**src/design/etm_pkg.sv**
```systemverilog
// package: sha-256 constants, state type and sizing for the mnemonic index core
`default_nettype none
package etm_pkg;
    localparam int ENTROPY_BYTES_DEF = 16;
    localparam int IDX_BITS = 11;

    typedef enum logic [2:0] {
        ST_FILL,
        ST_LOAD,
        ST_ROUND,
        ST_FINAL,
        ST_EMIT
    } t_state;

    function automatic logic [31:0] round_k(input logic [5:0] t);
        logic [31:0] k;
        begin
            case (t)
                6'd0: k = 32'h428a2f98;  6'd1: k = 32'h71374491;
                6'd2: k = 32'hb5c0fbcf;  6'd3: k = 32'he9b5dba5;
                6'd4: k = 32'h3956c25b;  6'd5: k = 32'h59f111f1;
                6'd6: k = 32'h923f82a4;  6'd7: k = 32'hab1c5ed5;
                6'd8: k = 32'hd807aa98;  6'd9: k = 32'h12835b01;
                6'd10: k = 32'h243185be; 6'd11: k = 32'h550c7dc3;
                6'd12: k = 32'h72be5d74; 6'd13: k = 32'h80deb1fe;
                6'd14: k = 32'h9bdc06a7; 6'd15: k = 32'hc19bf174;
                6'd16: k = 32'he49b69c1; 6'd17: k = 32'hefbe4786;
                6'd18: k = 32'h0fc19dc6; 6'd19: k = 32'h240ca1cc;
                6'd20: k = 32'h2de92c6f; 6'd21: k = 32'h4a7484aa;
                6'd22: k = 32'h5cb0a9dc; 6'd23: k = 32'h76f988da;
                6'd24: k = 32'h983e5152; 6'd25: k = 32'ha831c66d;
                6'd26: k = 32'hb00327c8; 6'd27: k = 32'hbf597fc7;
                6'd28: k = 32'hc6e00bf3; 6'd29: k = 32'hd5a79147;
                6'd30: k = 32'h06ca6351; 6'd31: k = 32'h14292967;
                6'd32: k = 32'h27b70a85; 6'd33: k = 32'h2e1b2138;
                6'd34: k = 32'h4d2c6dfc; 6'd35: k = 32'h53380d13;
                6'd36: k = 32'h650a7354; 6'd37: k = 32'h766a0abb;
                6'd38: k = 32'h81c2c92e; 6'd39: k = 32'h92722c85;
                6'd40: k = 32'ha2bfe8a1; 6'd41: k = 32'ha81a664b;
                6'd42: k = 32'hc24b8b70; 6'd43: k = 32'hc76c51a3;
                6'd44: k = 32'hd192e819; 6'd45: k = 32'hd6990624;
                6'd46: k = 32'hf40e3585; 6'd47: k = 32'h106aa070;
                6'd48: k = 32'h19a4c116; 6'd49: k = 32'h1e376c08;
                6'd50: k = 32'h2748774c; 6'd51: k = 32'h34b0bcb5;
                6'd52: k = 32'h391c0cb3; 6'd53: k = 32'h4ed8aa4a;
                6'd54: k = 32'h5b9cca4f; 6'd55: k = 32'h682e6ff3;
                6'd56: k = 32'h748f82ee; 6'd57: k = 32'h78a5636f;
                6'd58: k = 32'h84c87814; 6'd59: k = 32'h8cc70208;
                6'd60: k = 32'h90befffa; 6'd61: k = 32'ha4506ceb;
                6'd62: k = 32'hbef9a3f7; default: k = 32'hc67178f2;
            endcase
            return k;
        end
    endfunction

    function automatic logic [31:0] init_h(input logic [2:0] i);
        logic [31:0] h;
        begin
            case (i)
                3'd0: h = 32'h6a09e667; 3'd1: h = 32'hbb67ae85;
                3'd2: h = 32'h3c6ef372; 3'd3: h = 32'ha54ff53a;
                3'd4: h = 32'h510e527f; 3'd5: h = 32'h9b05688c;
                3'd6: h = 32'h1f83d9ab; default: h = 32'h5be0cd19;
            endcase
            return h;
        end
    endfunction
endpackage
`default_nettype wire

```
**src/design/entropy_to_mnemonic_indices_core.sv**
```systemverilog
// top level: entropy bytes in, bip-39 mnemonic word indices out
`default_nettype none
// Accepts entropy bytes one request at a time, first byte first. Each accepted
// byte is shifted into the entropy register. The byte that finishes a group of
// ENTROPY_BYTES starts the digest: ST_LOAD loads the padded message schedule
// and the initial hash, ST_ROUND runs the SHA-256 rounds through one shared
// round unit (the message expansion rides along in the same cycle as each
// round), ST_FINAL adds the initial hash to the first digest word, and then
// (8*ENTROPY_BYTES + ENTROPY_BYTES/4)/11 indices leave one per cycle from a
// shift register holding entropy and checksum, most significant bit first,
// with o_last_word on the final one. i_stall holds an index in place. While a
// group is hashed or emitted o_stall is high, so no new byte is taken before
// the last index leaves. Only the top ENTROPY_BYTES/4 digest bits are kept.
module entropy_to_mnemonic_indices_core #(
    parameter int ENTROPY_BYTES = etm_pkg::ENTROPY_BYTES_DEF
) (
    input  wire logic        i_clk,
    input  wire logic        i_rst_n,
    input  wire logic        i_valid,
    output logic             o_stall,
    input  wire logic [7:0]  i_entropy_byte,
    output logic             o_valid,
    input  wire logic        i_stall,
    output logic [10:0]      o_word_index,
    output logic             o_last_word
);
    localparam int EBITS   = ENTROPY_BYTES * 8;
    localparam int CS_BITS = ENTROPY_BYTES / 4;
    localparam int TBITS   = EBITS + CS_BITS;
    localparam int NWORDS  = TBITS / etm_pkg::IDX_BITS;
    localparam int BCW     = $clog2(ENTROPY_BYTES + 1);
    localparam int WCW     = $clog2(NWORDS + 1);
    localparam int SRW     = TBITS + etm_pkg::IDX_BITS;
    localparam logic [63:0] LEN_BITS = 64'(EBITS);

    etm_pkg::t_state r_state, n_state;
    logic [BCW-1:0]  r_byte_count;
    logic [6:0]      r_round_count;
    logic [WCW-1:0]  r_word_count;
    // entropy held as a shift line, first byte at the top
    logic [EBITS-1:0] r_ent;
    logic [31:0]      r_w [16];
    logic [31:0]      r_v [8];
    logic [SRW-1:0]   r_sr;

    logic accept_in, emit_done;
    logic [511:0] pad_block;
    logic [31:0]  w_new, w_cur, t1, t2, s0, s1, es0, es1, ch, mj;

    assign accept_in = i_valid && !o_stall;
    assign emit_done = o_valid && !i_stall && (r_word_count == WCW'(NWORDS - 1));

    // padded single block: entropy, 0x80 marker, zeros, bit length
    always_comb begin
        pad_block = '0;
        pad_block[511 -: EBITS] = r_ent;
        pad_block[511 - EBITS -: 8] = 8'h80;
        pad_block[63:0] = LEN_BITS;
    end

    // shared round unit with message expansion
    always_comb begin
        s0 = {r_w[1][6:0], r_w[1][31:7]} ^ {r_w[1][17:0], r_w[1][31:18]}
             ^ (r_w[1] >> 3);
        s1 = {r_w[14][16:0], r_w[14][31:17]} ^ {r_w[14][18:0], r_w[14][31:19]}
             ^ (r_w[14] >> 10);
        w_new = r_w[0] + s0 + r_w[9] + s1;
        w_cur = (r_round_count < 7'd16) ? r_w[0] : w_new;
        es1 = {r_v[4][5:0], r_v[4][31:6]} ^ {r_v[4][10:0], r_v[4][31:11]}
              ^ {r_v[4][24:0], r_v[4][31:25]};
        ch  = (r_v[4] & r_v[5]) ^ (~r_v[4] & r_v[6]);
        t1  = r_v[7] + es1 + ch + etm_pkg::round_k(r_round_count[5:0]) + w_cur;
        es0 = {r_v[0][1:0], r_v[0][31:2]} ^ {r_v[0][12:0], r_v[0][31:13]}
              ^ {r_v[0][21:0], r_v[0][31:22]};
        mj  = (r_v[0] & r_v[1]) ^ (r_v[0] & r_v[2]) ^ (r_v[1] & r_v[2]);
        t2  = es0 + mj;
    end

    // next state
    always_comb begin
        n_state = r_state;
        case (r_state)
            etm_pkg::ST_FILL:
                if (accept_in && r_byte_count == BCW'(ENTROPY_BYTES - 1))
                    n_state = etm_pkg::ST_LOAD;
            etm_pkg::ST_LOAD:  n_state = etm_pkg::ST_ROUND;
            etm_pkg::ST_ROUND: if (r_round_count == 7'd63) n_state = etm_pkg::ST_FINAL;
            etm_pkg::ST_FINAL: n_state = etm_pkg::ST_EMIT;
            etm_pkg::ST_EMIT:  if (emit_done) n_state = etm_pkg::ST_FILL;
            default:           n_state = etm_pkg::ST_FILL;
        endcase
    end

    // outputs
    always_comb begin
        o_stall      = (r_state != etm_pkg::ST_FILL);
        o_valid      = (r_state == etm_pkg::ST_EMIT);
        o_word_index = r_sr[SRW-1 -: 11];
        o_last_word  = (r_word_count == WCW'(NWORDS - 1));
    end

    always_ff @(posedge i_clk) begin
        if (!i_rst_n) begin
            r_state       <= etm_pkg::ST_FILL;
            r_byte_count  <= '0;
            r_round_count <= '0;
            r_word_count  <= '0;
        end else begin
            r_state <= n_state;
            case (r_state)
                etm_pkg::ST_FILL: if (accept_in) r_byte_count <= r_byte_count + 1'b1;
                etm_pkg::ST_ROUND: r_round_count <= r_round_count + 1'b1;
                etm_pkg::ST_FINAL: begin
                    r_round_count <= '0;
                    r_byte_count  <= '0;
                end
                etm_pkg::ST_EMIT:
                    if (o_valid && !i_stall)
                        r_word_count <= emit_done ? '0 : r_word_count + 1'b1;
                default: ;
            endcase
        end
    end

    // datapath
    always_ff @(posedge i_clk) begin
        case (r_state)
            etm_pkg::ST_FILL:
                if (accept_in) r_ent <= {r_ent[EBITS-9:0], i_entropy_byte};
            etm_pkg::ST_LOAD: begin
                for (int i = 0; i < 16; i++) r_w[i] <= pad_block[511 - 32*i -: 32];
                for (int i = 0; i < 8; i++) r_v[i] <= etm_pkg::init_h(3'(i));
            end
            etm_pkg::ST_ROUND: begin
                // rolling schedule window: slot 0 holds w[t] for t < 16, w[t-16] later
                for (int i = 0; i < 15; i++) r_w[i] <= r_w[i+1];
                r_w[15] <= w_cur;
                r_v[7] <= r_v[6]; r_v[6] <= r_v[5]; r_v[5] <= r_v[4];
                r_v[4] <= r_v[3] + t1;
                r_v[3] <= r_v[2]; r_v[2] <= r_v[1]; r_v[1] <= r_v[0];
                r_v[0] <= t1 + t2;
            end
            etm_pkg::ST_FINAL: begin
                logic [31:0] h0;
                h0 = r_v[0] + etm_pkg::init_h(3'd0);
                r_sr <= {r_ent, h0[31 -: CS_BITS], {etm_pkg::IDX_BITS{1'b0}}};
            end
            etm_pkg::ST_EMIT:
                if (o_valid && !i_stall) r_sr <= r_sr << etm_pkg::IDX_BITS;
            default: ;
        endcase
    end
endmodule
`default_nettype wire
```
**config.mk**
```make
export PLATFORM = sky130hd
export DESIGN_NAME = entropy_to_mnemonic_indices_core
export DESIGN_NICKNAME = d
export VERILOG_FILES = /design/src/design/etm_pkg.sv /design/src/design/entropy_to_mnemonic_indices_core.sv
export SDC_FILE = /design/constraint.sdc
export NUM_CORES = 2
export LEC_CHECK = 0
export CORE_MARGIN = 4
export CORE_UTILIZATION = 58
export DETAILED_ROUTE_END_ITERATION = 7
export DONT_BUFFER_PORTS = 1
export GPL_ROUTABILITY_DRIVEN = 0
export MAX_ROUTING_LAYER = met4
export PLACE_DENSITY = 0.72
export RECOVER_POWER = 100
export SYNTH_ARGS = -nofsm -noshare
export SYNTH_HDL_FRONTEND = slang
export SYNTH_SLANG_ARGS = --single-unit
```
**constraint.sdc**
```tcl
create_clock -name i_clk -period 19.2 [get_ports i_clk]
set_input_delay 1.92 -clock i_clk [delete_from_list [all_inputs] [get_ports i_clk]]
set_output_delay 1.92 -clock i_clk [all_outputs]
set_load 0.03 [all_outputs]
```
==> metrics.yaml <==
setup_viol: 0
required_ns: 19.41
maxSlewViolCount: 1914
drcViolationCount: 21
fin_util_pct: 63.1
timing.slew.headroom_pct: -424
drtIter0Drc: 5217
min_path_type: "register to register"
fin_total_pwr_mw: 4.74
core_um2: 97100
cts_hold_buf: 0
switching_share_pct: 20.6
synth-edff-count: 1028
max_freq_mhz: 71.3
clkTransAtPathRegs_ns: 0.06
dr.pass1.iters: 8
cts_buffers: 108
fin_setup_tns_ns: 0
grt_max_degree: 219
die-area_um2: 104000
crit_buf_inv: 3
dr_total_vias: 36800
max-vdd-ir-drop_v: 0.0000760
start_util_pct: 58.8
synthCells: 4822
ys_ff_latch: 1079
p_comb_share_pct: 0.8
maxCapViolations: 28
p_per_area_nw_per_um2: 77.3
grt_pass1_wl_um: 215000
clkLatencyLatePin_ns: 0.73
fin_crit_ns: 14.02
status: "complete, but fails checks"
drive_above_1_share_pct: 6.99
fin_worst_skew_ns: 0.0635
cp_cell_sequence: "nor2_1 -> nand2_1 -> nand2_1 -> buf_12 -> clkbuf_1 -> clkbuf_1"
ys_async_sr_fraction_pct: 0
violations: "design-rule violations, max-capacitance violations, max-slew violations"
cts_tree: "built"
grt_setup_unrepaired: "false"
netlist.area_leader.share_pct: 54.0
holdWs_ns: 0.450
die_y_um: 322
antenna_found_initial: 7
critical-path-slowest-cell: "clkbuf_1"
post-route-period-util_pct: 73.0
wl_per_cell_um: 23.8
synthDistinctLibCells: 94
ys_top_cells_by_area: "edfxtp_1 54%, fa_1 6.6%, xnor2_1 4.2%"
cts_resized: 0
row_count: 114
synth-main-ff-cell: "edfxtp_1"
yosysSeqAreaShare_pct: 55.8
die_x_um: 322
internal_power_mw: 3.76
drt_wl_total_um: 143000
grt_overflow: 0
synth_area_per_cell_um2: 11.8
area_growth_syn_to_layout_pct: 7.21
worstPathArrival_ns: 14.23
io_pins: 26
port_buffers: 0
htree_levels: 3
antenna_left: 0
dpl.hpwl_um: 98300
cp-start-kind: "register"
finalNetCount: 5004
gr-usage-all-layers_pct: 28.4
cts.sinks: 1079
clockBufferDepth: 3
power.static_leakage_nw: 23.3
postCtsSetupBuffers: 0
viasPerCell: 6.10
cp_slowest_stage_delay_ns: 3.30
grt_pass1_vias: 34700
tightest_slew_ns: 7.86
crit_family: "simple AND/OR/NAND/NOR gates"
power_frac_clock_pct: 44.6
root_buffer: "clkbuf_16"
p_sw_mw: 0.976
pwr-share-seq_pct: 54.5
hold_viol: 0
syn_nets: 5165
yosys_warnings: 0
synth_area_um2: 57100
synth_top_cell_by_area: "edfxtp_1"
worst-path-max-fanout: 182
cp-end-kind: "register"
path_class: "register to register"
## power by group through the flow
| stage | combinational [mW] | clock (mW) | sequential (mW) |
|---|---|---|---|
| global placement | 0.0387 | 0 | 2.63 |
| global route | 0.0428 | 2.24 | 2.58 |
| detailed placement | 0.0391 | 0 | 2.63 |
| CTS | 0.0396 | 2.14 | 2.58 |
| finish | 0.0384 | 2.12 | 2.58 |
| floorplan | 0.0276 | 0 | 2.63 |
## sequential cells by signal (all words and copies together) (netlist names), named ones only
signal / cells
r_v: 256
r_word_count: 4
r_state: 3
r_w: 512
r_round_count: 7
r_byte_count: 5
r_ent: 128
r_sr: 132
## area by class of cell
class                   count  area, µm²
fillers                  7336      35900
flip-flops and latches   1079      31900
multi-input cells        3121      22800
clock buffers             127       2800
well taps                1276       1600
inverters                 317       1190
clock inverters            75        764
repair buffers             34        225
diodes                      5       12.5
## synthesized netlist by cell type (all sizes together), types with 156 or more instances
master     n
a21oi    190
and2     189
and3     277
clkbuf   262
edfxtp  1028
fa       187
inv      316
mux2     156
nand2    596
nor2     205
o21ai    182
xnor2    272
## through the flow
step	cells	instance area [µm²]	setup WS [ns]
global placement	5827	57900	8.52
floorplan	4822	57100	0.212
CTS	6029	61400	8.30
global route	6032	61200	3.94
detailed placement	5827	57900	8.42
finish	6034	61200	5.18
## cell families (layout without fill, tap and decap cells)
kind of cell	count (synthesis)	count (layout)	share of synthesized area, %
and+or+nand+nor	1567	1567	13.5
muxes	162	162	3.18
xor gates and xnor gates	372	372	5.75
adders and majority gates	335	335	9.78
AOI/OAI and AO/OA	685	685	7.73
buffers and inverters	622	553	4.20
other	0	5	0
DFF	1079	1079	55.8
## worst paths after layout
path | from | endpoint | slack, ns | cells past startpoint
worst max-delay path | r_state[0] | r_w[0][383] | 5.18 | 6
worst min-delay path | r_ent[77] | r_ent[85] | 0.45 | 0
worst max register to register | r_state[0] | r_w[0][383] | 5.18 | 6
worst min register to register | r_ent[77] | r_ent[85] | 0.45 | 0
## cells in the final DEF (no fill, tap or decap), types with 46 or more instances in the layout
master     synthesis  final
xnor2_1          272    272
mux2_2           156    128
a21oi_1          184    185
ha_1             144    144
nand3_1           53     52
dfxtp_1           51     51
fa_1             187    187
and2_0             0    126
edfxtp_1        1028   1028
nor3_1            47     46
o21ai_0          166    172
nor2_1           205    205
inv_1            312    312
clkbuf_16          0    109
and3_1           277    277
nand2b_1         127    127
xor2_1            98     98
and2_1           189     63
nand2_1          596    596
a21o_1            72     72
## routing by layer
layer  track usage (%)  up-vias  routed length (µm)
li1                  -    16500                   -
met1              42.1    18100               60400
met2              40.3     1872               62700
met3              5.54      342               15900
met4              8.31        0                4470
met5                 -        -                   0
(Power assumes the default switching activity.)
